[src/hdl/pbc_pkg.sv]
// Shared types and constants of the PID balance controller
`timescale 1ns / 1ps

package pbc_pkg;

  // payload widths
  localparam int SAMPLE_W    = 10;
  localparam int DEV_W       = 11;
  localparam int DER_W       = 12;
  localparam int DRIVE_W     = 8;
  localparam int INTEG_OUT_W = 20;
  localparam int GAIN_W      = 4;
  localparam int DIV_W       = 4;

  // configuration channel
  localparam int CFG_IDX_W  = 3;
  localparam int CFG_DATA_W = 10;

  localparam logic [CFG_IDX_W-1:0] REG_SETPOINT = 3'd0;
  localparam logic [CFG_IDX_W-1:0] REG_KP       = 3'd1;
  localparam logic [CFG_IDX_W-1:0] REG_KI       = 3'd2;
  localparam logic [CFG_IDX_W-1:0] REG_KD       = 3'd3;
  localparam logic [CFG_IDX_W-1:0] REG_KEEP     = 3'd4;
  localparam logic [CFG_IDX_W-1:0] REG_DIVISOR  = 3'd5;

  // register reset values
  localparam logic [SAMPLE_W-1:0] SETPOINT_RST = 10'd0;
  localparam logic [GAIN_W-1:0]   KP_RST       = 4'd5;
  localparam logic [GAIN_W-1:0]   KI_RST       = 4'd1;
  localparam logic [GAIN_W-1:0]   KD_RST       = 4'd2;
  localparam logic                KEEP_RST     = 1'b1;
  localparam logic [DIV_W-1:0]    DIVISOR_RST  = 4'd1;

  // drive saturation limit
  localparam int DRIVE_MAX = 100;

  typedef struct packed {
    logic [SAMPLE_W-1:0] setpoint;
    logic [GAIN_W-1:0]   kp;
    logic [GAIN_W-1:0]   ki;
    logic [GAIN_W-1:0]   kd;
    logic                keep;
    logic [DIV_W-1:0]    divisor;
  } cfg_t;

  typedef enum logic [1:0] {
    MAC_P = 2'd0,
    MAC_I = 2'd1,
    MAC_D = 2'd2
  } mac_sel_e;

  // controller to datapath
  typedef struct packed {
    logic     load_in;
    logic     calc_int;
    logic     div_step;
    logic     div_load;
    logic     mac_en;
    mac_sel_e mac_sel;
    logic     finish;
  } cmd_t;

  // datapath to controller
  typedef struct packed {
    logic is_clear;
    logic need_div;
    logic div_last;
  } sts_t;

endpackage

[src/hdl/pbc_stream_if.sv]
// Handshake channel interfaces of the PID balance controller
`timescale 1ns / 1ps

interface pbc_in_if;
  logic                          valid;
  logic                          ready;
  logic                          mode;
  logic [pbc_pkg::SAMPLE_W-1:0]  sample;

  modport source (output valid, mode, sample, input ready);
  modport sink   (input valid, mode, sample, output ready);
endinterface

interface pbc_out_if;
  logic                                 valid;
  logic                                 ready;
  logic signed [pbc_pkg::DRIVE_W-1:0]     drive;
  logic                                 drive_clipped;
  logic signed [pbc_pkg::DEV_W-1:0]       prop_error;
  logic signed [pbc_pkg::INTEG_OUT_W-1:0] integ_error;
  logic signed [pbc_pkg::DER_W-1:0]       deriv_error;

  modport source (output valid, drive, drive_clipped, prop_error, integ_error, deriv_error,
                  input ready);
  modport sink   (input valid, drive, drive_clipped, prop_error, integ_error, deriv_error,
                  output ready);
endinterface

interface pbc_cfg_if;
  logic                           valid;
  logic                           ready;
  logic [pbc_pkg::CFG_IDX_W-1:0]  index;
  logic [pbc_pkg::CFG_DATA_W-1:0] data;

  modport source (output valid, index, data, input ready);
  modport sink   (input valid, index, data, output ready);
endinterface

[src/hdl/pbc_cfg_regs.sv]
// Configuration register file of the PID balance controller
`timescale 1ns / 1ps

module pbc_cfg_regs (
  input  logic                           clk_i,
  input  logic                           rst_ni,
  input  logic                           cfg_valid_i,
  input  logic [pbc_pkg::CFG_IDX_W-1:0]  cfg_index_i,
  input  logic [pbc_pkg::CFG_DATA_W-1:0] cfg_data_i,
  output logic                           cfg_ready_o,
  output pbc_pkg::cfg_t                  cfg_o
);
  import pbc_pkg::*;

  cfg_t cfg_q, cfg_d;

  // writes are always taken
  assign cfg_ready_o = 1'b1;
  assign cfg_o       = cfg_q;

  // decode the register index, unknown indexes are dropped
  always_comb begin
    cfg_d = cfg_q;
    if (cfg_valid_i) begin
      unique case (cfg_index_i)
        REG_SETPOINT: cfg_d.setpoint = cfg_data_i[SAMPLE_W-1:0];
        REG_KP:       cfg_d.kp       = cfg_data_i[GAIN_W-1:0];
        REG_KI:       cfg_d.ki       = cfg_data_i[GAIN_W-1:0];
        REG_KD:       cfg_d.kd       = cfg_data_i[GAIN_W-1:0];
        REG_KEEP:     cfg_d.keep     = cfg_data_i[0];
        REG_DIVISOR:  cfg_d.divisor  = cfg_data_i[DIV_W-1:0];
        default:      cfg_d          = cfg_q;
      endcase
    end
  end

  always_ff @(posedge clk_i or negedge rst_ni) begin
    if (!rst_ni) begin
      cfg_q.setpoint <= SETPOINT_RST;
      cfg_q.kp       <= KP_RST;
      cfg_q.ki       <= KI_RST;
      cfg_q.kd       <= KD_RST;
      cfg_q.keep     <= KEEP_RST;
      cfg_q.divisor  <= DIVISOR_RST;
    end else begin
      cfg_q <= cfg_d;
    end
  end

endmodule

[src/hdl/pbc_datapath.sv]
// Datapath of the PID balance controller: error terms, integral divider, gain MAC
`timescale 1ns / 1ps

module pbc_datapath #(
  parameter int INTEGRAL_BITS = 20
) (
  input  logic                                   clk_i,
  input  logic                                   rst_ni,
  input  pbc_pkg::cfg_t                          cfg_i,
  input  logic                                   in_mode_i,
  input  logic [pbc_pkg::SAMPLE_W-1:0]           in_sample_i,
  input  pbc_pkg::cmd_t                          cmd_i,
  output pbc_pkg::sts_t                          sts_o,
  output logic signed [pbc_pkg::DRIVE_W-1:0]     drive_o,
  output logic                                   drive_clipped_o,
  output logic signed [pbc_pkg::DEV_W-1:0]       prop_error_o,
  output logic signed [pbc_pkg::INTEG_OUT_W-1:0] integ_error_o,
  output logic signed [pbc_pkg::DER_W-1:0]       deriv_error_o
);
  import pbc_pkg::*;

  localparam int IB    = INTEGRAL_BITS;
  localparam int ACC_W = IB + 6;
  localparam int CNT_W = $clog2(IB);
  localparam int EXT_W = (IB > INTEG_OUT_W) ? IB : INTEG_OUT_W;

  localparam logic signed [IB:0] INT_LIM  = $signed({2'b00, {(IB-1){1'b1}}});
  localparam logic signed [IB:0] INT_NLIM = -INT_LIM;

  localparam logic signed [ACC_W-1:0] ACC_MAX = ACC_W'(DRIVE_MAX);
  localparam logic signed [ACC_W-1:0] ACC_MIN = -ACC_MAX;

  localparam logic signed [DRIVE_W-1:0] DRV_MAX = DRIVE_W'(DRIVE_MAX);
  localparam logic signed [DRIVE_W-1:0] DRV_MIN = -DRV_MAX;

  logic                    mode_q;
  logic signed [DEV_W-1:0] dev_q;
  logic signed [DER_W-1:0] der_q;
  logic signed [DEV_W-1:0] last_dev_q;
  logic signed [IB-1:0]    int_q;
  logic [DIV_W-1:0]        rem_q;
  logic [IB-1:0]           quo_q;
  logic                    neg_q;
  logic [CNT_W-1:0]        cnt_q;
  logic signed [ACC_W-1:0] acc_q, acc_d;

  logic signed [DRIVE_W-1:0]     drive_q;
  logic                          clip_q;
  logic signed [DEV_W-1:0]       prop_q;
  logic signed [INTEG_OUT_W-1:0] integ_q;
  logic signed [DER_W-1:0]       deriv_q;

  logic signed [DEV_W-1:0] dev_calc;
  logic signed [DER_W-1:0] der_calc;
  logic signed [IB:0]      keep_op, int_sum, int_sat, int_mag;
  logic [DIV_W:0]          rem_shift;
  logic                    rem_ge;
  logic [DIV_W-1:0]        rem_d;
  logic [IB-1:0]           quo_d;
  logic signed [IB-1:0]    quo_signed;
  logic signed [ACC_W-1:0] mac_op, mac_prod;
  logic [GAIN_W-1:0]       mac_gain;
  logic signed [DRIVE_W-1:0] drive_sat;
  logic                    clip_sat;
  logic signed [EXT_W-1:0] int_ext;

  // deviation and derivative from the incoming sample
  assign dev_calc = $signed({1'b0, in_sample_i}) - $signed({1'b0, cfg_i.setpoint});
  assign der_calc = DER_W'(dev_calc) - DER_W'(last_dev_q);

  // integral update with symmetric saturation
  assign keep_op = cfg_i.keep ? (IB+1)'(int_q) : '0;
  assign int_sum = keep_op + (IB+1)'(dev_q);

  always_comb begin
    priority if (int_sum > INT_LIM) begin
      int_sat = INT_LIM;
    end else if (int_sum < INT_NLIM) begin
      int_sat = INT_NLIM;
    end else begin
      int_sat = int_sum;
    end
  end

  assign int_mag = int_sat[IB] ? -int_sat : int_sat;

  // restoring divider step, one quotient bit a cycle
  assign rem_shift = {rem_q, quo_q[IB-1]};
  assign rem_ge    = rem_shift >= {1'b0, cfg_i.divisor};
  assign rem_d     = rem_ge ? DIV_W'(rem_shift - {1'b0, cfg_i.divisor}) : rem_shift[DIV_W-1:0];
  assign quo_d     = {quo_q[IB-2:0], rem_ge};
  assign quo_signed = neg_q ? -$signed(quo_q) : $signed(quo_q);

  // gain multiply and accumulate, one term a cycle
  always_comb begin
    unique case (cmd_i.mac_sel)
      MAC_P: begin
        mac_op   = ACC_W'(dev_q);
        mac_gain = cfg_i.kp;
      end
      MAC_I: begin
        mac_op   = ACC_W'(int_q);
        mac_gain = cfg_i.ki;
      end
      MAC_D: begin
        mac_op   = ACC_W'(der_q);
        mac_gain = cfg_i.kd;
      end
      default: begin
        mac_op   = '0;
        mac_gain = '0;
      end
    endcase
  end

  assign mac_prod = ACC_W'(mac_op * $signed({1'b0, mac_gain}));
  assign acc_d    = (cmd_i.mac_sel == MAC_P) ? mac_prod : acc_q + mac_prod;

  // drive saturation
  always_comb begin
    priority if (acc_q > ACC_MAX) begin
      drive_sat = DRV_MAX;
      clip_sat  = 1'b1;
    end else if (acc_q < ACC_MIN) begin
      drive_sat = DRV_MIN;
      clip_sat  = 1'b1;
    end else begin
      drive_sat = acc_q[DRIVE_W-1:0];
      clip_sat  = 1'b0;
    end
  end

  // integral as reported: sign extended or low bits
  assign int_ext = EXT_W'(int_q);

  // status
  assign sts_o.is_clear = mode_q;
  assign sts_o.need_div = (dev_q == '0) && (cfg_i.divisor > DIV_W'(1));
  assign sts_o.div_last = cnt_q == CNT_W'(IB - 1);

  // persistent state
  always_ff @(posedge clk_i or negedge rst_ni) begin
    if (!rst_ni) begin
      last_dev_q <= '0;
      int_q      <= '0;
    end else begin
      if (cmd_i.load_in && !in_mode_i) begin
        last_dev_q <= dev_calc;
      end
      priority if (cmd_i.finish && mode_q) begin
        int_q <= '0;
      end else if (cmd_i.calc_int) begin
        int_q <= int_sat[IB-1:0];
      end else if (cmd_i.div_load) begin
        int_q <= quo_signed;
      end else begin
        int_q <= int_q;
      end
    end
  end

  // working registers
  always_ff @(posedge clk_i) begin
    if (cmd_i.load_in) begin
      mode_q <= in_mode_i;
      dev_q  <= dev_calc;
      der_q  <= der_calc;
    end
    if (cmd_i.calc_int) begin
      quo_q <= int_mag[IB-1:0];
      neg_q <= int_sat[IB];
      rem_q <= '0;
      cnt_q <= '0;
    end else if (cmd_i.div_step) begin
      quo_q <= quo_d;
      rem_q <= rem_d;
      cnt_q <= cnt_q + CNT_W'(1);
    end
    if (cmd_i.mac_en) begin
      acc_q <= acc_d;
    end
  end

  // result register
  always_ff @(posedge clk_i) begin
    if (cmd_i.finish) begin
      if (mode_q) begin
        drive_q <= '0;
        clip_q  <= 1'b0;
        prop_q  <= '0;
        integ_q <= '0;
        deriv_q <= '0;
      end else begin
        drive_q <= drive_sat;
        clip_q  <= clip_sat;
        prop_q  <= dev_q;
        integ_q <= int_ext[INTEG_OUT_W-1:0];
        deriv_q <= der_q;
      end
    end
  end

  assign drive_o         = drive_q;
  assign drive_clipped_o = clip_q;
  assign prop_error_o    = prop_q;
  assign integ_error_o   = integ_q;
  assign deriv_error_o   = deriv_q;

endmodule

[src/hdl/pbc_ctrl.sv]
// Sequencing state machine of the PID balance controller
`timescale 1ns / 1ps

module pbc_ctrl (
  input  logic          clk_i,
  input  logic          rst_ni,
  input  logic          in_valid_i,
  output logic          in_ready_o,
  output logic          out_valid_o,
  input  logic          out_ready_i,
  input  pbc_pkg::sts_t sts_i,
  output pbc_pkg::cmd_t cmd_o
);
  import pbc_pkg::*;

  typedef enum logic [7:0] {
    S_IDLE = 8'b0000_0001,
    S_INT  = 8'b0000_0010,
    S_DIV  = 8'b0000_0100,
    S_DFIX = 8'b0000_1000,
    S_MP   = 8'b0001_0000,
    S_MI   = 8'b0010_0000,
    S_MD   = 8'b0100_0000,
    S_FIN  = 8'b1000_0000
  } state_e;

  state_e state_q, state_d;
  logic   out_valid_q, out_valid_d;

  // next state and commands
  always_comb begin
    state_d    = state_q;
    cmd_o      = '0;
    cmd_o.mac_sel = MAC_P;
    in_ready_o = 1'b0;
    unique case (state_q)
      S_IDLE: begin
        in_ready_o = 1'b1;
        if (in_valid_i) begin
          cmd_o.load_in = 1'b1;
          state_d       = S_INT;
        end
      end
      S_INT: begin
        if (sts_i.is_clear) begin
          state_d = S_FIN;
        end else begin
          cmd_o.calc_int = 1'b1;
          state_d        = sts_i.need_div ? S_DIV : S_MP;
        end
      end
      S_DIV: begin
        cmd_o.div_step = 1'b1;
        if (sts_i.div_last) begin
          state_d = S_DFIX;
        end
      end
      S_DFIX: begin
        cmd_o.div_load = 1'b1;
        state_d        = S_MP;
      end
      S_MP: begin
        cmd_o.mac_en  = 1'b1;
        cmd_o.mac_sel = MAC_P;
        state_d       = S_MI;
      end
      S_MI: begin
        cmd_o.mac_en  = 1'b1;
        cmd_o.mac_sel = MAC_I;
        state_d       = S_MD;
      end
      S_MD: begin
        cmd_o.mac_en  = 1'b1;
        cmd_o.mac_sel = MAC_D;
        state_d       = S_FIN;
      end
      S_FIN: begin
        if (!out_valid_q || out_ready_i) begin
          cmd_o.finish = 1'b1;
          state_d      = S_IDLE;
        end
      end
      default: state_d = S_IDLE;
    endcase
  end

  // result register occupancy
  always_comb begin
    priority if (cmd_o.finish) begin
      out_valid_d = 1'b1;
    end else if (out_ready_i) begin
      out_valid_d = 1'b0;
    end else begin
      out_valid_d = out_valid_q;
    end
  end

  always_ff @(posedge clk_i or negedge rst_ni) begin
    if (!rst_ni) begin
      state_q     <= S_IDLE;
      out_valid_q <= 1'b0;
    end else begin
      state_q     <= state_d;
      out_valid_q <= out_valid_d;
    end
  end

  assign out_valid_o = out_valid_q;

endmodule

[src/hdl/pid_balance_controller.sv]
// Top level of the PID balance controller
`timescale 1ns / 1ps

// Discrete PID drive computation, one light-sensor sample per request.
// Channels: cfg_i writes a register (index 0 setpoint, 1..3 kp/ki/kd gains,
// 4 integral keep, 5 integral divisor) and is always ready; write it only
// while no request is in flight. in_i carries mode and sample, out_o
// returns drive, clip flag and the P, I and D error terms, one per request.
// A control request steps from acceptance through the integral, the P, I
// and D MAC steps and the result load; when the deviation is zero and the
// divisor exceeds one, the restoring divider, one quotient bit per cycle,
// and a fix-up step come between the integral and the MAC steps. A clear
// request skips the integral and MAC steps and goes to the result load.
// The result is valid in the cycle after its load step. One request is
// worked on at a time.
// The result sits in an output register, so the next request is accepted
// while it waits; if the receiver stalls, the following result waits in
// the last step until the register is free.
// Reset returns the registers to their defaults and clears the integral and
// the stored previous deviation.

module pid_balance_controller #(
  parameter int INTEGRAL_BITS = 20
) (
  input  logic      clk_i,
  input  logic      rst_ni,
  pbc_cfg_if.sink   cfg_i,
  pbc_in_if.sink    in_i,
  pbc_out_if.source out_o
);
  import pbc_pkg::*;

  cfg_t cfg;
  cmd_t cmd;
  sts_t sts;

  // configuration registers
  pbc_cfg_regs u_cfg_regs (
    .clk_i       (clk_i),
    .rst_ni      (rst_ni),
    .cfg_valid_i (cfg_i.valid),
    .cfg_index_i (cfg_i.index),
    .cfg_data_i  (cfg_i.data),
    .cfg_ready_o (cfg_i.ready),
    .cfg_o       (cfg)
  );

  // sequencer
  pbc_ctrl u_ctrl (
    .clk_i       (clk_i),
    .rst_ni      (rst_ni),
    .in_valid_i  (in_i.valid),
    .in_ready_o  (in_i.ready),
    .out_valid_o (out_o.valid),
    .out_ready_i (out_o.ready),
    .sts_i       (sts),
    .cmd_o       (cmd)
  );

  // arithmetic
  pbc_datapath #(
    .INTEGRAL_BITS (INTEGRAL_BITS)
  ) u_datapath (
    .clk_i           (clk_i),
    .rst_ni          (rst_ni),
    .cfg_i           (cfg),
    .in_mode_i       (in_i.mode),
    .in_sample_i     (in_i.sample),
    .cmd_i           (cmd),
    .sts_o           (sts),
    .drive_o         (out_o.drive),
    .drive_clipped_o (out_o.drive_clipped),
    .prop_error_o    (out_o.prop_error),
    .integ_error_o   (out_o.integ_error),
    .deriv_error_o   (out_o.deriv_error)
  );

endmodule

[src/flat_wrapper.sv]
// flat-port wrapper written by rule: the top's interface ports become plain ports
module pid_balance_controller_flat import pbc_pkg::*;
#(
  parameter int INTEGRAL_BITS = 20
)
  (clk_i, rst_ni, cfg_i_valid, cfg_i_index, cfg_i_data, cfg_i_ready, in_i_valid, in_i_mode, in_i_sample, in_i_ready, out_o_valid, out_o_drive, out_o_drive_clipped, out_o_prop_error, out_o_integ_error, out_o_deriv_error, out_o_ready);
  pbc_cfg_if cfg_i_i ();
  pbc_in_if in_i_i ();
  pbc_out_if out_o_i ();
  input  logic clk_i;
  input  logic rst_ni;
  input wire logic [$bits(cfg_i_i.valid)-1:0] cfg_i_valid;
  input wire logic [$bits(cfg_i_i.index)-1:0] cfg_i_index;
  input wire logic [$bits(cfg_i_i.data)-1:0] cfg_i_data;
  output wire logic [$bits(cfg_i_i.ready)-1:0] cfg_i_ready;
  input wire logic [$bits(in_i_i.valid)-1:0] in_i_valid;
  input wire logic [$bits(in_i_i.mode)-1:0] in_i_mode;
  input wire logic [$bits(in_i_i.sample)-1:0] in_i_sample;
  output wire logic [$bits(in_i_i.ready)-1:0] in_i_ready;
  output wire logic [$bits(out_o_i.valid)-1:0] out_o_valid;
  output wire logic [$bits(out_o_i.drive)-1:0] out_o_drive;
  output wire logic [$bits(out_o_i.drive_clipped)-1:0] out_o_drive_clipped;
  output wire logic [$bits(out_o_i.prop_error)-1:0] out_o_prop_error;
  output wire logic [$bits(out_o_i.integ_error)-1:0] out_o_integ_error;
  output wire logic [$bits(out_o_i.deriv_error)-1:0] out_o_deriv_error;
  input wire logic [$bits(out_o_i.ready)-1:0] out_o_ready;
  assign cfg_i_i.valid = cfg_i_valid;
  assign cfg_i_i.index = cfg_i_index;
  assign cfg_i_i.data = cfg_i_data;
  assign cfg_i_ready = cfg_i_i.ready;
  assign in_i_i.valid = in_i_valid;
  assign in_i_i.mode = in_i_mode;
  assign in_i_i.sample = in_i_sample;
  assign in_i_ready = in_i_i.ready;
  assign out_o_valid = out_o_i.valid;
  assign out_o_drive = out_o_i.drive;
  assign out_o_drive_clipped = out_o_i.drive_clipped;
  assign out_o_prop_error = out_o_i.prop_error;
  assign out_o_integ_error = out_o_i.integ_error;
  assign out_o_deriv_error = out_o_i.deriv_error;
  assign out_o_i.ready = out_o_ready;
  pid_balance_controller #(.INTEGRAL_BITS(INTEGRAL_BITS)) u_core (.clk_i(clk_i), .rst_ni(rst_ni), .cfg_i(cfg_i_i), .in_i(in_i_i), .out_o(out_o_i));
endmodule
[config.mk]
export PLATFORM = sky130hd
export DESIGN_NAME = pid_balance_controller_flat
export DESIGN_NICKNAME = d
export VERILOG_FILES = /design/src/hdl/pbc_pkg.sv /design/src/hdl/pbc_stream_if.sv /design/src/hdl/pbc_cfg_regs.sv /design/src/hdl/pbc_datapath.sv /design/src/hdl/pbc_ctrl.sv /design/src/hdl/pid_balance_controller.sv /design/src/flat_wrapper.sv
export SDC_FILE = /design/constraint.sdc
export NUM_CORES = 1
export LEC_CHECK = 0
export ABC_CLOCK_PERIOD_IN_PS = 10820
export BUFFER_PORTS_ARGS = -buffer_cell sky130_fd_sc_hd__buf_2
export CORE_AREA = 2 2 189 191
export CTS_CLUSTER_DIAMETER = 80
export DETAILED_ROUTE_END_ITERATION = 10
export DIE_AREA = 0 0 191 193
export PLACE_DENSITY_LB_ADDON = 0.15
export SLEW_MARGIN = 15
export SYNTH_ARGS = -nofsm -noshare
export SYNTH_HDL_FRONTEND = slang
export SYNTH_SLANG_ARGS = --single-unit
[constraint.sdc]
create_clock -name clk_i -period 10.82 [get_ports clk_i]
set_clock_uncertainty 0.1 [all_clocks]
set_input_delay 1.623 -clock clk_i [delete_from_list [all_inputs] [get_ports clk_i]]
set_output_delay 1.623 -clock clk_i [all_outputs]
set_load 0.02 [all_outputs]
==> results.py <==
metrics = {
    "status": {
        "status": "finished clean",
    },
    "setup_path": {
        "cp_data_arrival_time_ps": 8220,
        "cp.required_ps": 10920,
        "crit_type": "reg2reg",
        "crit_fanout": 54,
        "end_kind": "flip-flop",
        "start_kind": "flip-flop",
        "crit_slowest_cell": "fa_1",
        "cpMostUsedCell": "a21oi_1",
        "max_stage_delay_ps": 540,
    },
    "route": {
        "first_pass_iters": 5,
        "vias": 11903,
        "drc_errors": 0,
        "wl_per_cell_um": 18.2,
        "wl_um": 39600,
        "drtIter0Drc": 859,
        "antenna_left": 0,
        "viasPerCell": 5.47,
    },
    "yosys": {
        "yosys_register_bits": 199,
        "synthTopCellsByArea": "edfxtp_1 (24%), ha_1 (10%), dfrtp_1 (9.7%), fa_1 (6.1%), nor2_1 (3.7%)",
        "yosys_warnings": 0,
        "syn-cell-area_sq_um": 15400,
        "ys_types": 87,
        "synthArstFlopShare_pct": 33.7,
        "synth.largest_area_cell": "edfxtp_1",
        "ys.flop_type": "edfxtp_1",
        "yosysMostFrequentCell": "nor2_1",
        "yosysSeqAreaShare_pct": 36.1,
        "synth_nets": 1842,
        "synth_edf_count": 123,
        "syn_avg_cell_area_sq_um": 9.40,
        "syn_inst": 1640,
        "synthTopCellsByCount": "nor2_1 (152), inv_1 (140), ha_1 (126), edfxtp_1 (123), nand2_1 (123)",
        "yosys.area.top_type_share_pct": 24.0,
    },
    "global_routing": {
        "grt_pass1_vias": 11432,
        "gr-usage-met1_pct": 30.3,
        "busiest_layer": "met2",
        "use_met2_pct": 36.0,
        "grt_max_degree": 68,
        "grt_pass1_wl_um": 62700,
        "gr-usage-met3_pct": 3.78,
        "antenna_found_initial": 0,
        "overflow": 0,
        "grt_usage_pct": 22.1,
    },
    "floorplan": {
        "row_count": 69,
        "pin_count": 84,
        "coreArea_sq_um": 35000,
        "start_util_pct": 44.1,
        "die_h_um": 193,
        "fp.dieW_um": 191,
        "die_area_sq_um": 36900,
    },
    "flow_run": {
        "max-cap-violations": 0,
    },
    "sta": {
        "tns_ps": 0,
        "relSlewSlack_pct": 36.1,
        "rsz0062_at_grt": "no",
        "fmax_mhz": 123,
        "worst_pin_slew_ps": 954,
        "hold_viol": 0,
        "period_needed_ps": 8120,
        "finalMaxSlewViolations": 0,
        "setup-violations-final": 0,
        "period_share_pct": 75.1,
    },
    "clocking": {
        "cts_buffers": 17,
        "path_clk_slew_ps": 90,
        "post_cts_buffers": 0,
        "clock-root-buffer": "clkbuf_16",
        "insertion_delay_ps": 460,
        "cts_resized": 0,
        "clockBufferDepth": 2,
        "cts_hold_buffers": 0,
        "h-tree-depth": 4,
        "cts_tree": "built",
        "clock-sinks": 199,
    },
    "finish": {
        "drive_above_1_share_pct": 12.1,
        "final_cells": 2177,
        "n_antenna_cell": 0,
        "fin_util_pct": 48.5,
        "nets": 1905,
        "area_growth_pct": 9.95,
    },
    "placement": {
        "dp_hpwl_um": 30300,
        "place.port_buffers": 82,
        "place_congestion": 0.854,
        "post-place-cells": 2145,
    },
    "worst_hold_path": {
        "worstHoldPathType": "reg2reg",
    },
}
layout by cell type (no fill, tap or decap), types with 11 or more instances in the layout:
| cell type | instances |
|---|---|
| nor2_1 | 151 |
| inv_1 | 140 |
| ha_1 | 126 |
| nand2_1 | 123 |
| edfxtp_1 | 123 |
| a21oi_1 | 107 |
| o21ai_0 | 94 |
| buf_2 | 82 |
| nor2b_1 | 64 |
| dfrtp_1 | 60 |
| xnor2_1 | 58 |
| xor2_1 | 52 |
| fa_1 | 47 |
| a21o_1 | 35 |
| and2_1 | 29 |
| mux2_2 | 25 |
| nor3_1 | 23 |
| nand2b_1 | 21 |
| nand3_1 | 20 |
| or2_2 | 19 |
| buf_4 | 19 |
| a31oi_1 | 18 |
| clkbuf_16 | 17 |
| a22o_1 | 15 |
| nand4_1 | 14 |
| o21a_1 | 13 |
| a221o_1 | 13 |
| o211ai_1 | 12 |
| o21ai_1 | 12 |
| nor4_1 | 11 |
| and3_1 | 11 |
sequential cells by signal, indices dropped and copies added, names as in the netlist, 4 cells and up:
signal                           flops
u_core.u_cfg_regs.cfg_o             27
u_core.u_datapath.deriv_error_o     12
u_core.u_datapath.prop_error_o      11
u_core.u_datapath.int_ext           20
u_core.u_datapath.dev_q             11
u_core.u_datapath.acc_q             26
u_core.u_datapath.last_dev_q        11
u_core.u_datapath.rem_q              4
u_core.u_datapath.der_q             12
u_core.u_ctrl.state_q                8
u_core.u_datapath.drive_o            8
u_core.u_datapath.quo_q             20
u_core.u_datapath.integ_error_o     20
u_core.u_datapath.cnt_q              5
cells by family after synthesis:
group | synth area share [%]
buffers and inverters | 5.16
AND/OR/NAND/NOR | 17.3
flip-flops | 36.1
multiplexers | 2.16
AO/OA/AOI/OAI | 16.7
other | 0.0243
XOR/XNOR | 6.25
adder cells (fa/ha/maj) | 16.3
final timing paths:
check	end	slack, ps	from	depth (start not counted)
worst max-delay path	u_core.u_datapath.acc_q[25]	2700	u_core.u_ctrl.state_q[1]	31
worst min-delay path	u_core.u_datapath.rem_q[3]	390	u_core.u_datapath.rem_q[3]	2
worst max register to register	u_core.u_datapath.acc_q[25]	2700	u_core.u_ctrl.state_q[1]	31
worst min register to register	u_core.u_datapath.rem_q[3]	390	u_core.u_datapath.rem_q[3]	2
max in group asynchronous	u_core.u_datapath.int_ext[18]	8700	rst_ni	2
min in group asynchronous	u_core.u_cfg_regs.cfg_o[23]	1250	rst_ni	2
worst max-delay path: cells and delay by family, from the launching register on:
kind            cells  cell delay (ps)
compound gates     14             3410
flops               1              420
fa+ha+maj           5             1970
xor+xnor            2              310
simple gates        6              900
buf+inv             4              710
per-layer routing:
layer / part of all wire [%] / wire length, um / vias to the layer above
met5: 0 / 0 / -
met4: 2.0 / 773 / 0
met3: 4.8 / 1890 / 42
met2: 46 / 18200 / 282
met1: 47 / 18700 / 5672
li1: - / - / 5907
stage by stage:
stage	setup slack, ps	hold WS [ps]	area [sq um]
floorplan	3270	330	15400
global placement	3010	360	16300
detailed placement	2770	371	16300
CTS	2760	383	17000
global route	2050	395	17000
finish	2700	386	17000
area by class of cell:
class / instances / area, sq um
well taps: 461 / 577
clock buffers: 17 / 425
clock inverters: 15 / 209
inverters: 141 / 529
flip-flops and latches: 199 / 5560
repair buffers: 101 / 553
multi-input cells: 1243 / 9100
fillers: 3339 / 18000
Power is not shown: default switching activity piles up to over one toggle a cycle in this logic, so the estimate is an artifact.
